==> config.mk <==
export PLATFORM = sky130hd
export DESIGN_NAME = imu_frame_parser_checksum
export DESIGN_NICKNAME = d
export VERILOG_FILES = /design/src/rtl/imufp_pkg.sv /design/src/rtl/imu_frame_parser_checksum.sv /design/src/rtl/imufp_front.sv /design/src/rtl/imufp_fifo.sv /design/src/rtl/imufp_back.sv
export SDC_FILE = /design/constraint.sdc
export NUM_CORES = 2
export LEC_CHECK = 0
export ABC_AREA = 0
export BUFFER_PORTS_ARGS = -buffer_cell sky130_fd_sc_hd__clkbuf_2
export CORE_MARGIN = 1.5
export CORE_UTILIZATION = 40
export DETAILED_ROUTE_END_ITERATION = 6
export HOLD_SLACK_MARGIN = 0.03
export MAX_ROUTING_LAYER = met4
export PLACE_DENSITY = 0.6
export SETUP_SLACK_MARGIN = 0.3
export SYNTH_ARGS = -nofsm -noshare
export SYNTH_HDL_FRONTEND = slang
export SYNTH_HIERARCHICAL = 1
export SYNTH_SLANG_ARGS = --single-unit
==> constraint.sdc <==
create_clock -name clk -period 6.47 [get_ports clk]
set_input_delay 1.6175 -clock clk [delete_from_list [all_inputs] [get_ports clk]]
set_output_delay 1.6175 -clock clk [all_outputs]
set_load 0.02 [all_outputs]
==> src/rtl/imufp_pkg.sv <==
package imufp_pkg;

    localparam int BYTE_W     = 8;
    localparam int ANGLE_FS_W = 9;
    localparam int RATE_FS_W  = 12;
    localparam int CFG_DATA_W = 12;
    localparam int RAW_W      = 16;
    localparam int YAW_W      = 25;
    localparam int RATE_W     = 28;
    localparam int POS_W      = 4;

    localparam logic [7:0] HDR_BYTE   = 8'h55;
    localparam logic [7:0] TYPE_ANGLE = 8'h53;
    localparam logic [7:0] TYPE_RATE  = 8'h52;

    // positions of the first data byte and of the checksum byte within a frame
    localparam logic [POS_W-1:0] POS_FIRST_DATA = 4'd2;
    localparam logic [POS_W-1:0] POS_CSUM       = 4'd10;

    // configuration register indexes
    localparam logic REG_ANGLE_FS = 1'b0;
    localparam logic REG_RATE_FS  = 1'b1;

    localparam logic [ANGLE_FS_W-1:0] ANGLE_FS_RESET = 9'd180;
    localparam logic [RATE_FS_W-1:0]  RATE_FS_RESET  = 12'd2000;

    localparam logic KIND_ANGLE = 1'b0;
    localparam logic KIND_RATE  = 1'b1;

    typedef enum logic [1:0] {
        ST_HUNT,
        ST_TYPE,
        ST_BODY
    } parse_state_t;

    // one checked frame, handed from parser to scaler
    typedef struct packed {
        logic             kind;
        logic [BYTE_W-1:0] b7;
        logic [BYTE_W-1:0] b6;
        logic [BYTE_W-1:0] b5;
        logic [BYTE_W-1:0] b4;
    } frame_cmd_t;

    typedef struct packed {
        logic full;
        logic empty;
    } q_status_t;

endpackage

==> src/rtl/imu_frame_parser_checksum.sv <==
// IMU serial frame parser with 8-bit sum checksum.
//
// Input channel (in_valid/in_ready/rx_byte): one received byte per item. The
// parser hunts for header 0x55, then takes type 0x53 (angle) or 0x52 (rate),
// and collects an 11-byte frame; the last byte must match the 8-bit sum of
// the ten before it, else the frame is dropped with no result.
// Output channel (out_valid/out_ready/...): one item per good frame, carrying
// the frame kind and all three held values (yaw, rate y, rate z) with 15
// fractional bits; values a frame did not touch keep their last value.
// Config port (cfg_we/cfg_index/cfg_data): index 0 angle full scale, index 1
// rate full scale; write only while the block is idle.
// Throughput: one byte per cycle while the frame queue has room. The parser
// is a single byte-wide state step with a running sum; scaling is one pass
// through three multipliers (16x9 for the angle, two 16x12 for the rates).
// The edge that accepts the checksum byte writes the frame into the queue;
// the frame is then multiplied into the output register, raising out_valid,
// once that register is free and no older frame waits ahead of it.
// A stalled receiver holds the output register; the parser keeps taking bytes
// until the frame queue (FIFO_DEPTH entries) fills, then drops in_ready.
// Reset: hunting for a header, held values 0, full scales 180 and 2000.
module imu_frame_parser_checksum #(
    parameter int FIFO_DEPTH = 2
) (
    input  logic                                 clk,
    input  logic                                 rst_n,
    input  logic                                 in_valid,
    output logic                                 in_ready,
    input  logic [7:0]                           rx_byte,
    output logic                                 out_valid,
    input  logic                                 out_ready,
    output logic                                 frame_kind,
    output logic signed [imufp_pkg::YAW_W-1:0]   yaw_angle,
    output logic signed [imufp_pkg::RATE_W-1:0]  rate_y,
    output logic signed [imufp_pkg::RATE_W-1:0]  rate_z,
    input  logic                                 cfg_we,
    input  logic                                 cfg_index,
    input  logic [imufp_pkg::CFG_DATA_W-1:0]     cfg_data
);

    logic [imufp_pkg::ANGLE_FS_W-1:0] angle_fs_reg;
    logic [imufp_pkg::RATE_FS_W-1:0]  rate_fs_reg;

    imufp_pkg::frame_cmd_t front_cmd, back_cmd;
    imufp_pkg::q_status_t  q_stat;
    logic q_push;
    logic q_pop;

    // full-scale registers
    always_ff @(posedge clk or negedge rst_n)
    begin
        if (!rst_n)
        begin
            angle_fs_reg <= imufp_pkg::ANGLE_FS_RESET;
            rate_fs_reg  <= imufp_pkg::RATE_FS_RESET;
        end
        else if (cfg_we)
        begin
            case (cfg_index)
                imufp_pkg::REG_ANGLE_FS: angle_fs_reg <= cfg_data[imufp_pkg::ANGLE_FS_W-1:0];
                imufp_pkg::REG_RATE_FS:  rate_fs_reg  <= cfg_data[imufp_pkg::RATE_FS_W-1:0];
                default: ;
            endcase
        end
    end

    // byte parser and checksum
    imufp_front u_front (
        .clk      (clk),
        .rst_n    (rst_n),
        .in_valid (in_valid),
        .in_ready (in_ready),
        .rx_byte  (rx_byte),
        .q_stat   (q_stat),
        .push     (q_push),
        .cmd      (front_cmd)
    );

    // checked frames waiting for the scaler
    imufp_fifo #(
        .DEPTH (FIFO_DEPTH)
    ) u_fifo (
        .clk     (clk),
        .rst_n   (rst_n),
        .push    (q_push),
        .wr_data (front_cmd),
        .pop     (q_pop),
        .rd_data (back_cmd),
        .stat    (q_stat)
    );

    // scaling and result register
    imufp_back u_back (
        .clk        (clk),
        .rst_n      (rst_n),
        .cmd_valid  (!q_stat.empty),
        .cmd        (back_cmd),
        .pop        (q_pop),
        .angle_fs   (angle_fs_reg),
        .rate_fs    (rate_fs_reg),
        .out_valid  (out_valid),
        .out_ready  (out_ready),
        .frame_kind (frame_kind),
        .yaw_angle  (yaw_angle),
        .rate_y     (rate_y),
        .rate_z     (rate_z)
    );

`ifndef SYNTH
    a_q_status: assert property (@(posedge clk) disable iff (!rst_n)
        !(q_stat.full && q_stat.empty))
        else $error("queue full and empty at once");

    a_no_push_full: assert property (@(posedge clk) disable iff (!rst_n)
        q_push |-> !q_stat.full)
        else $error("frame pushed into full queue");

    a_pop_room: assert property (@(posedge clk) disable iff (!rst_n)
        q_pop |-> (!q_stat.empty && (!out_valid || out_ready)))
        else $error("frame popped with no room in output register");

    a_pop_shows: assert property (@(posedge clk) disable iff (!rst_n)
        q_pop |=> out_valid)
        else $error("popped frame did not reach the output");
`endif

endmodule

==> src/rtl/imufp_front.sv <==
module imufp_front (
    input  logic                     clk,
    input  logic                     rst_n,
    input  logic                     in_valid,
    output logic                     in_ready,
    input  logic [7:0]               rx_byte,
    input  imufp_pkg::q_status_t     q_stat,
    output logic                     push,
    output imufp_pkg::frame_cmd_t    cmd
);

    imufp_pkg::parse_state_t state_reg, state_next;
    logic [imufp_pkg::POS_W-1:0] pos_reg, pos_next;
    logic [7:0] sum_reg, sum_next;
    logic       kind_reg, kind_next;
    logic [7:0] payload_reg [4];
    logic       accept;
    logic       is_type;

    assign in_ready = !q_stat.full;
    assign accept   = in_valid && in_ready;
    assign is_type  = (rx_byte == imufp_pkg::TYPE_ANGLE) || (rx_byte == imufp_pkg::TYPE_RATE);

    // next state
    always_comb
    begin
        state_next = state_reg;
        pos_next   = pos_reg;
        sum_next   = sum_reg;
        kind_next  = kind_reg;
        if (accept)
        begin
            case (state_reg)
                imufp_pkg::ST_HUNT:
                begin
                    if (rx_byte == imufp_pkg::HDR_BYTE)
                    begin
                        state_next = imufp_pkg::ST_TYPE;
                        sum_next   = imufp_pkg::HDR_BYTE;
                    end
                end
                imufp_pkg::ST_TYPE:
                begin
                    if (is_type)
                    begin
                        state_next = imufp_pkg::ST_BODY;
                        sum_next   = sum_reg + rx_byte;
                        pos_next   = imufp_pkg::POS_FIRST_DATA;
                        kind_next  = (rx_byte == imufp_pkg::TYPE_ANGLE) ?
                                     imufp_pkg::KIND_ANGLE : imufp_pkg::KIND_RATE;
                    end
                    else if (rx_byte == imufp_pkg::HDR_BYTE)
                    begin
                        sum_next = imufp_pkg::HDR_BYTE;
                    end
                    else
                    begin
                        state_next = imufp_pkg::ST_HUNT;
                    end
                end
                imufp_pkg::ST_BODY:
                begin
                    if (pos_reg == imufp_pkg::POS_CSUM)
                    begin
                        state_next = imufp_pkg::ST_HUNT;
                    end
                    else
                    begin
                        sum_next = sum_reg + rx_byte;
                        pos_next = pos_reg + 1'b1;
                    end
                end
                default:
                begin
                    state_next = imufp_pkg::ST_HUNT;
                end
            endcase
        end
    end

    // outputs
    always_comb
    begin
        push = 1'b0;
        case (state_reg)
            imufp_pkg::ST_BODY:
                push = accept && (pos_reg == imufp_pkg::POS_CSUM) && (rx_byte == sum_reg);
            default:
                push = 1'b0;
        endcase
    end

    assign cmd.kind = kind_reg;
    assign cmd.b4   = payload_reg[0];
    assign cmd.b5   = payload_reg[1];
    assign cmd.b6   = payload_reg[2];
    assign cmd.b7   = payload_reg[3];

    always_ff @(posedge clk or negedge rst_n)
    begin
        if (!rst_n)
        begin
            state_reg <= imufp_pkg::ST_HUNT;
            pos_reg   <= '0;
            sum_reg   <= '0;
            kind_reg  <= imufp_pkg::KIND_ANGLE;
        end
        else
        begin
            state_reg <= state_next;
            pos_reg   <= pos_next;
            sum_reg   <= sum_next;
            kind_reg  <= kind_next;
        end
    end

    // frame bytes 4..7; position bits [1:0] pick the slot
    always_ff @(posedge clk)
    begin
        if (accept && (state_reg == imufp_pkg::ST_BODY) && (pos_reg[3:2] == 2'b01))
        begin
            payload_reg[pos_reg[1:0]] <= rx_byte;
        end
    end

endmodule

==> src/rtl/imufp_fifo.sv <==
module imufp_fifo #(
    parameter int DEPTH = 2
) (
    input  logic                  clk,
    input  logic                  rst_n,
    input  logic                  push,
    input  imufp_pkg::frame_cmd_t wr_data,
    input  logic                  pop,
    output imufp_pkg::frame_cmd_t rd_data,
    output imufp_pkg::q_status_t  stat
);

    localparam int AW = (DEPTH > 1) ? $clog2(DEPTH) : 1;
    localparam logic [AW-1:0] LAST_PTR = AW'(DEPTH - 1);

    imufp_pkg::frame_cmd_t entry_reg [DEPTH];
    logic [AW-1:0] wr_ptr_reg, wr_ptr_next;
    logic [AW-1:0] rd_ptr_reg, rd_ptr_next;
    logic [AW:0]   level_reg, level_next;

    // pointers wrap after the last entry, so any depth works
    always_comb
    begin
        wr_ptr_next = !push ? wr_ptr_reg :
                      (wr_ptr_reg == LAST_PTR) ? '0 : wr_ptr_reg + 1'b1;
        rd_ptr_next = !pop ? rd_ptr_reg :
                      (rd_ptr_reg == LAST_PTR) ? '0 : rd_ptr_reg + 1'b1;
        level_next  = level_reg + {{AW{1'b0}}, push} - {{AW{1'b0}}, pop};
    end

    assign stat.full  = (level_reg == (AW+1)'(DEPTH));
    assign stat.empty = (level_reg == '0);
    assign rd_data    = entry_reg[rd_ptr_reg];

    always_ff @(posedge clk or negedge rst_n)
    begin
        if (!rst_n)
        begin
            wr_ptr_reg <= '0;
            rd_ptr_reg <= '0;
            level_reg  <= '0;
        end
        else
        begin
            wr_ptr_reg <= wr_ptr_next;
            rd_ptr_reg <= rd_ptr_next;
            level_reg  <= level_next;
        end
    end

    always_ff @(posedge clk)
    begin
        if (push)
        begin
            entry_reg[wr_ptr_reg] <= wr_data;
        end
    end

endmodule

==> src/rtl/imufp_back.sv <==
module imufp_back (
    input  logic                                clk,
    input  logic                                rst_n,
    input  logic                                cmd_valid,
    input  imufp_pkg::frame_cmd_t               cmd,
    output logic                                pop,
    input  logic [imufp_pkg::ANGLE_FS_W-1:0]    angle_fs,
    input  logic [imufp_pkg::RATE_FS_W-1:0]     rate_fs,
    output logic                                out_valid,
    input  logic                                out_ready,
    output logic                                frame_kind,
    output logic signed [imufp_pkg::YAW_W-1:0]  yaw_angle,
    output logic signed [imufp_pkg::RATE_W-1:0] rate_y,
    output logic signed [imufp_pkg::RATE_W-1:0] rate_z
);

    localparam int ANGLE_P_W = imufp_pkg::RAW_W + imufp_pkg::ANGLE_FS_W + 1;
    localparam int RATE_P_W  = imufp_pkg::RAW_W + imufp_pkg::RATE_FS_W + 1;

    logic signed [imufp_pkg::RAW_W-1:0] raw_lo, raw_hi;
    logic signed [ANGLE_P_W-1:0] angle_prod;
    logic signed [RATE_P_W-1:0]  rate_y_prod, rate_z_prod;

    logic signed [imufp_pkg::YAW_W-1:0]  held_angle_reg, held_angle_next;
    logic signed [imufp_pkg::RATE_W-1:0] held_ry_reg, held_ry_next;
    logic signed [imufp_pkg::RATE_W-1:0] held_rz_reg, held_rz_next;
    logic out_valid_reg, out_valid_next;
    logic kind_reg;
    logic signed [imufp_pkg::YAW_W-1:0]  yaw_reg;
    logic signed [imufp_pkg::RATE_W-1:0] ry_reg, rz_reg;

    assign pop = cmd_valid && (!out_valid_reg || out_ready);

    assign raw_lo = $signed({cmd.b5, cmd.b4});
    assign raw_hi = $signed({cmd.b7, cmd.b6});

    // products fit the output widths for any register value
    assign angle_prod  = raw_hi * $signed({1'b0, angle_fs});
    assign rate_y_prod = raw_lo * $signed({1'b0, rate_fs});
    assign rate_z_prod = raw_hi * $signed({1'b0, rate_fs});

    always_comb
    begin
        held_angle_next = held_angle_reg;
        held_ry_next    = held_ry_reg;
        held_rz_next    = held_rz_reg;
        if (pop)
        begin
            if (cmd.kind == imufp_pkg::KIND_ANGLE)
            begin
                held_angle_next = angle_prod[imufp_pkg::YAW_W-1:0];
            end
            else
            begin
                held_ry_next = rate_y_prod[imufp_pkg::RATE_W-1:0];
                held_rz_next = rate_z_prod[imufp_pkg::RATE_W-1:0];
            end
        end
        out_valid_next = pop || (out_valid_reg && !out_ready);
    end

    always_ff @(posedge clk or negedge rst_n)
    begin
        if (!rst_n)
        begin
            held_angle_reg <= '0;
            held_ry_reg    <= '0;
            held_rz_reg    <= '0;
            out_valid_reg  <= 1'b0;
        end
        else
        begin
            held_angle_reg <= held_angle_next;
            held_ry_reg    <= held_ry_next;
            held_rz_reg    <= held_rz_next;
            out_valid_reg  <= out_valid_next;
        end
    end

    always_ff @(posedge clk)
    begin
        if (pop)
        begin
            kind_reg <= cmd.kind;
            yaw_reg  <= held_angle_next;
            ry_reg   <= held_ry_next;
            rz_reg   <= held_rz_next;
        end
    end

    assign out_valid  = out_valid_reg;
    assign frame_kind = kind_reg;
    assign yaw_angle  = yaw_reg;
    assign rate_y     = ry_reg;
    assign rate_z     = rz_reg;

endmodule
Word-level counts from Yosys, hierarchy flattened
Memories as Yosys holds them, arrays and structs flattened.
Cells that the tools add are included.

operators by class
  $add $sub $neg = 6
  bitwise gates (word level) = 1
  equality and inequality tests = 14
  $mul = 3
  multiplexer cells = 26
  reductions and logical operators = 24

operators with widths
  operator                                        count
  2-to-1 mux 28 bit                               4
  multiplier 16 x 13 -> 28 bit                    2
  2-to-1 mux 25 bit                               2
  multiplier 16 x 10 -> 25 bit                    1
  == test 8 x 7 -> 1 bit (second input constant)  3
  2-to-1 mux 8 bit                                3
  case mux 8 bit (3 select lines)                 1
  adder 8 bit                                     1
  == test 8 bit                                   1
  2-to-1 mux 1 bit                                8
  2-to-1 mux 2 bit                                4
  2-to-1 mux 4 bit                                2
  case mux 4 bit (2 select lines)                 1
  AND reduction 4 bit                             2
  logical AND 1 bit                               7
  != test 2 x 1 -> 1 bit (second input constant)  3
  case mux 2 bit (3 select lines)                 1
  AND reduction 3 bit                             2
  adder 4 x 1 -> 4 bit (second input constant)    1
  == test 2 x 1 -> 1 bit (second input constant)  2
  == test 2 bit (second input constant)           2
  == test 4 bit (second input constant)           1
  logical NOT 1 bit                               4
  logical NOT 2 bit                               2
  10 further kinds                                14

word-level totals
  memories kept = 2
  RAM bits = 98
  output and inout bits = 84
  register bits after elaboration = 204
  word-level logic and storage cells = 93

memories
  name                 words  bits a word  read ports  clocked after memory_dff  wr ports  RTL line           text
  u_fifo.entry_reg     2      33           1           0                         1         imufp_fifo.sv:16   imufp_pkg::frame_cmd_t entry_reg [DEPTH];
  u_front.payload_reg  4      8            4           0                         1         imufp_front.sv:16  logic [7:0] payload_reg [4];

Logic depth before layout (Yosys ltp)
  depth after elaboration = 8
  mapped depth = 24
  mapped depth without buffers = 21

Cells and area by module
Netlist, hierarchy kept.

by module, submodules not included
  module                     cells an instance  sequential area each (µm²)  area an instance (µm²)  times used
  imufp_back                 2,646              4,514.3                     24,843.8                1
  imufp_fifo                 118                2,082.0                     2,730.1                 1
  imufp_front                186                1,336.3                     2,378.5                 1
  imu_frame_parser_checksum  47                 538.0                       800.8                   1

Least setup slack after synthesis
OpenSTA, ideal clock, no wires.

  path kind = register to register
  start point = register u_fifo.rd_ptr_reg
  end point = register u_back.ry_reg (netlist bit u_back/rate_y[19]), data pin
  arrival time = 5,812 ps
  buffers on the path = 3
  required time = 6,201 ps
  setup slack = 390 ps
  cell stages (with the launch flop) = 24
  period minus slack after synthesis = 6,080 ps
  cell sequence = dfrtp_1 buf_6 buf_12 mux2_4 clkbuf_1 and2_1 fa_1 inv_1 fa_1 inv_1 fa_1 fa_1 inv_1 fa_1 inv_1 ha_1 and4_1 or2_1 o221a_4 or3b_1 a31o_1 a21oi_2 xor2_1 o21ai_1

RTL lines
  what                    RTL line          text
  from (decl)             imufp_fifo.sv:18  logic [AW-1:0] rd_ptr_reg, rd_ptr_next;
  from (signal assigned)  imufp_fifo.sv:46  rd_ptr_reg <= rd_ptr_next;
  to (signal assigned)    imufp_back.sv:86  ry_reg <= held_ry_next;
  to (decl)               imufp_back.sv:30  logic signed [imufp_pkg::RATE_W-1:0] ry_reg, rz_reg;

==> out/results.ini <==
[worst_setup_path]
cpPeakStageDelay_ns = 0.53
r2r_slack_ns = 0.41
cp_common_cell = fa_1
crit_required_ns = 6.77
r2r-start = u_fifo/rd_ptr_reg
worstSetupPathType = flop to flop
critPathCaptureType = flop
worst_path_dominant_cell_family = adder cells
path_max_fanout = 7
crit_path_cell_trace = buf_12 -> mux2_4 -> buf_4 -> nand2_1 -> fa_1 -> fa_1 -> inv_1 -> fa_1 -> fa_1 -> inv_1 -> fa_1 -> inv_2 -> ha_4 -> and4_4 -> or2_1 -> o221a_4 -> or3b_4 -> a31o_1 -> a21oi_2 -> xor2_1 -> o21ai_1
crit_buf_inv = 5
cp-startpoint = u_fifo/rd_ptr_reg
cp.arrival_ns = 6.36
cp-start-kind = flop
crit_slowest_cell = fa_1

[clock_network]
cts_hold_buffers = 0
clock_latency_ns = 0.56
clkSlewWorstSetupHoldPaths_ns = 0.06
cts-root-buf = clkbuf_16
cts_tree = done
clockBufferDepth = 3
cts.sinks = 302
htree_levels = 2
cts_inserted_buffers = 36

[flow_run]
cap_violations = 0

[drt]
drt-total-wl_um = 69380
antenna_left = 0
via_per_inst = 4.808
dr.pass1.iters = 5
wl_per_cell_um = 16.54
drc = 0
drt_iter0_drc = 830
via_count = 20174

[sta]
tns_ns = 0
period_minus_slack_ns = 6.061
finalMaxSlewViolations = 0
fmax_mhz = 165.0
worst_pin_slew_ns = 0.9114
fin_skew_ns = 0.02787
rsz0062_at_grt = true
finalHoldViolCount = 0
slew_headroom_pct = 39.01
post-route-period-util_pct = 93.68
setup_violations = 0

[layout]
largest_register_ffs = 66
final_common_cell = inv_1
layout_common_cells = inv_1 (667), fa_1 (468), nand2_1 (388)
finish.utilization_pct = 45.67
seqCellArea_sq_um = 8473
area_growth_pct = 12.98
nets = 3834
drive_above_1_share_pct = 14.37
multi_input_area_sq_um = 19850
n_antenna_cell = 0
nFillCells = 7272

[global_route]
grt_start_max_net_pins = 81
grt.total_usage_pct = 18.54
grt_pass1_wl_um = 112000
antenna_found_initial = 1
grt_pass1_vias = 21239
grt_remaining_overflow = 0

[hold_path]
hold_path.class = flop to flop
min-delay-start = u_front/payload_reg[1][4]

[synth]
synth_xor_area_share_pct = 2.356
synthFlopType = edfxtp_1
synthAdderAreaFrac_pct = 38.69
netlist_area_sq_um = 30750
synthMuxAreaShare_pct = 2.466
synth_cells = 2997
synth_top_family_by_area = adder cells
ys_types = 91
synth_nets = 3692
synth_edf_count = 180
seq_area_frac_synth_pct = 27.54
synth_compound_area_share_pct = 5.610
ys_seq_elements = 302
ys.warnings.count = 6
async_flop_share_pct = 40.40
syn_area_per_cell_sq_um = 10.26
yosys.area_share.simple_pct = 13.42

[place]
hpwl_um = 51920
numPortBuffers = 109
gp_congestion = 0.8653

[die]
ios = 110
core_sq_um = 76080
start_util_pct = 40.42
rows = 101
dieHeight_um = 280.3
dieArea_sq_um = 78560
die_x_um = 280.3

[status]
status = finished, final reports clean

-- synthesized netlist by cell type, drive strengths merged (10+ instances only) --
| master | instances | area share [%] |
|---|---|---|
| fa | 470 | 31 |
| and2 | 272 | 5.5 |
| nand4 | 11 | 0.22 |
| nand2b | 10 | 0.20 |
| a21oi | 51 | 0.84 |
| buf | 13 | 0.40 |
| nor2 | 47 | 0.59 |
| a211oi | 13 | 0.33 |
| nor3 | 13 | 0.25 |
| dfrtp | 112 | 9.1 |
| ha | 199 | 8.1 |
| and3 | 11 | 0.24 |
| o21a | 12 | 0.29 |
| edfxtp | 180 | 18 |
| nand3 | 25 | 0.42 |
| o21ai | 105 | 1.7 |
| xnor2 | 50 | 1.4 |
| dfstp | 10 | 0.85 |
| xor2 | 30 | 0.85 |
| clkbuf | 108 | 1.3 |
| nand2 | 393 | 4.8 |
| a21o | 24 | 0.59 |
| mux2 | 55 | 2.4 |
| inv | 671 | 8.2 |
-- worst paths after layout --
path                                                 to  depth (start not counted)
worst max-delay path                  u_back/rate_y[19]                         21
worst min register to register  u_fifo/entry_reg[0][12]                          0
worst min-delay path            u_fifo/entry_reg[0][12]                          0
min in group asynchronous        u_back/held_ry_reg[19]                          1
max in group asynchronous             u_fifo/rd_ptr_reg                          2
worst max register to register        u_back/rate_y[19]                         21
-- worst register-to-register path, stage by stage (launching register included) --
cell and delay, ns:
dfrtp_2 0.49, buf_12 0.17, mux2_4 0.34, buf_4 0.17
nand2_1 0.10, fa_1 0.47, fa_1 0.53, inv_1 0.07
fa_1 0.50, fa_1 0.52, inv_1 0.05, fa_1 0.48
inv_2 0.04, ha_4 0.22, and4_4 0.18, or2_1 0.21
o221a_4 0.28, or3b_4 0.38, a31o_1 0.22, a21oi_2 0.12
xor2_1 0.16, o21ai_1 0.10
-- cell families after synthesis --
kind of cell	after synthesis
xor gates and xnor gates	81
adders and majority gates	669
and+or+nand+nor	826
buffers and inverters	792
AOI/OAI and AO/OA	269
muxes	58
DFF	302
-- final cells by class --
class                           count  area share [%]
Inverter                          671           7.256
Sequential cell                   302           24.39
Clock buffer                       45           2.748
Tap cell                         1030           3.709
Multi-Input combinational cell   1907           57.12
Clock inverter                     20          0.5510
Timing Repair Buffer              221           4.235
-- layer usage --
metal,track usage [%],wire (um)
met1,24.67,32020
met2,30.38,33140
met3,2.198,2740
met4,4.269,1489
met5,-,0
-- metrics by stage --
stage                     instances  area [sq um]  setup WS (ns)  hold slack, ns
after global routing           4196         34750         0.2079          0.4422
final                          4196         34750         0.4089          0.4351
after floorplan                2997         30750         0.3897          0.4215
after CTS                      4162         33900         0.3009          0.4368
after global placement         4088         32650         0.2609          0.4222
after detailed placement       4088         32650         0.1040          0.4298
-- timing repair --
item	CTS	global route
endpoints found under the setup margin	16	58
cloned	0	5
resized for setup	5	116
pin swaps	1	55
buffers inserted	9	29
endpoints found under the hold margin	0	0
Power is left out: the tool's default activity adds up to more than one toggle a clock period on the data nets, which glitch-free logic cannot reach.
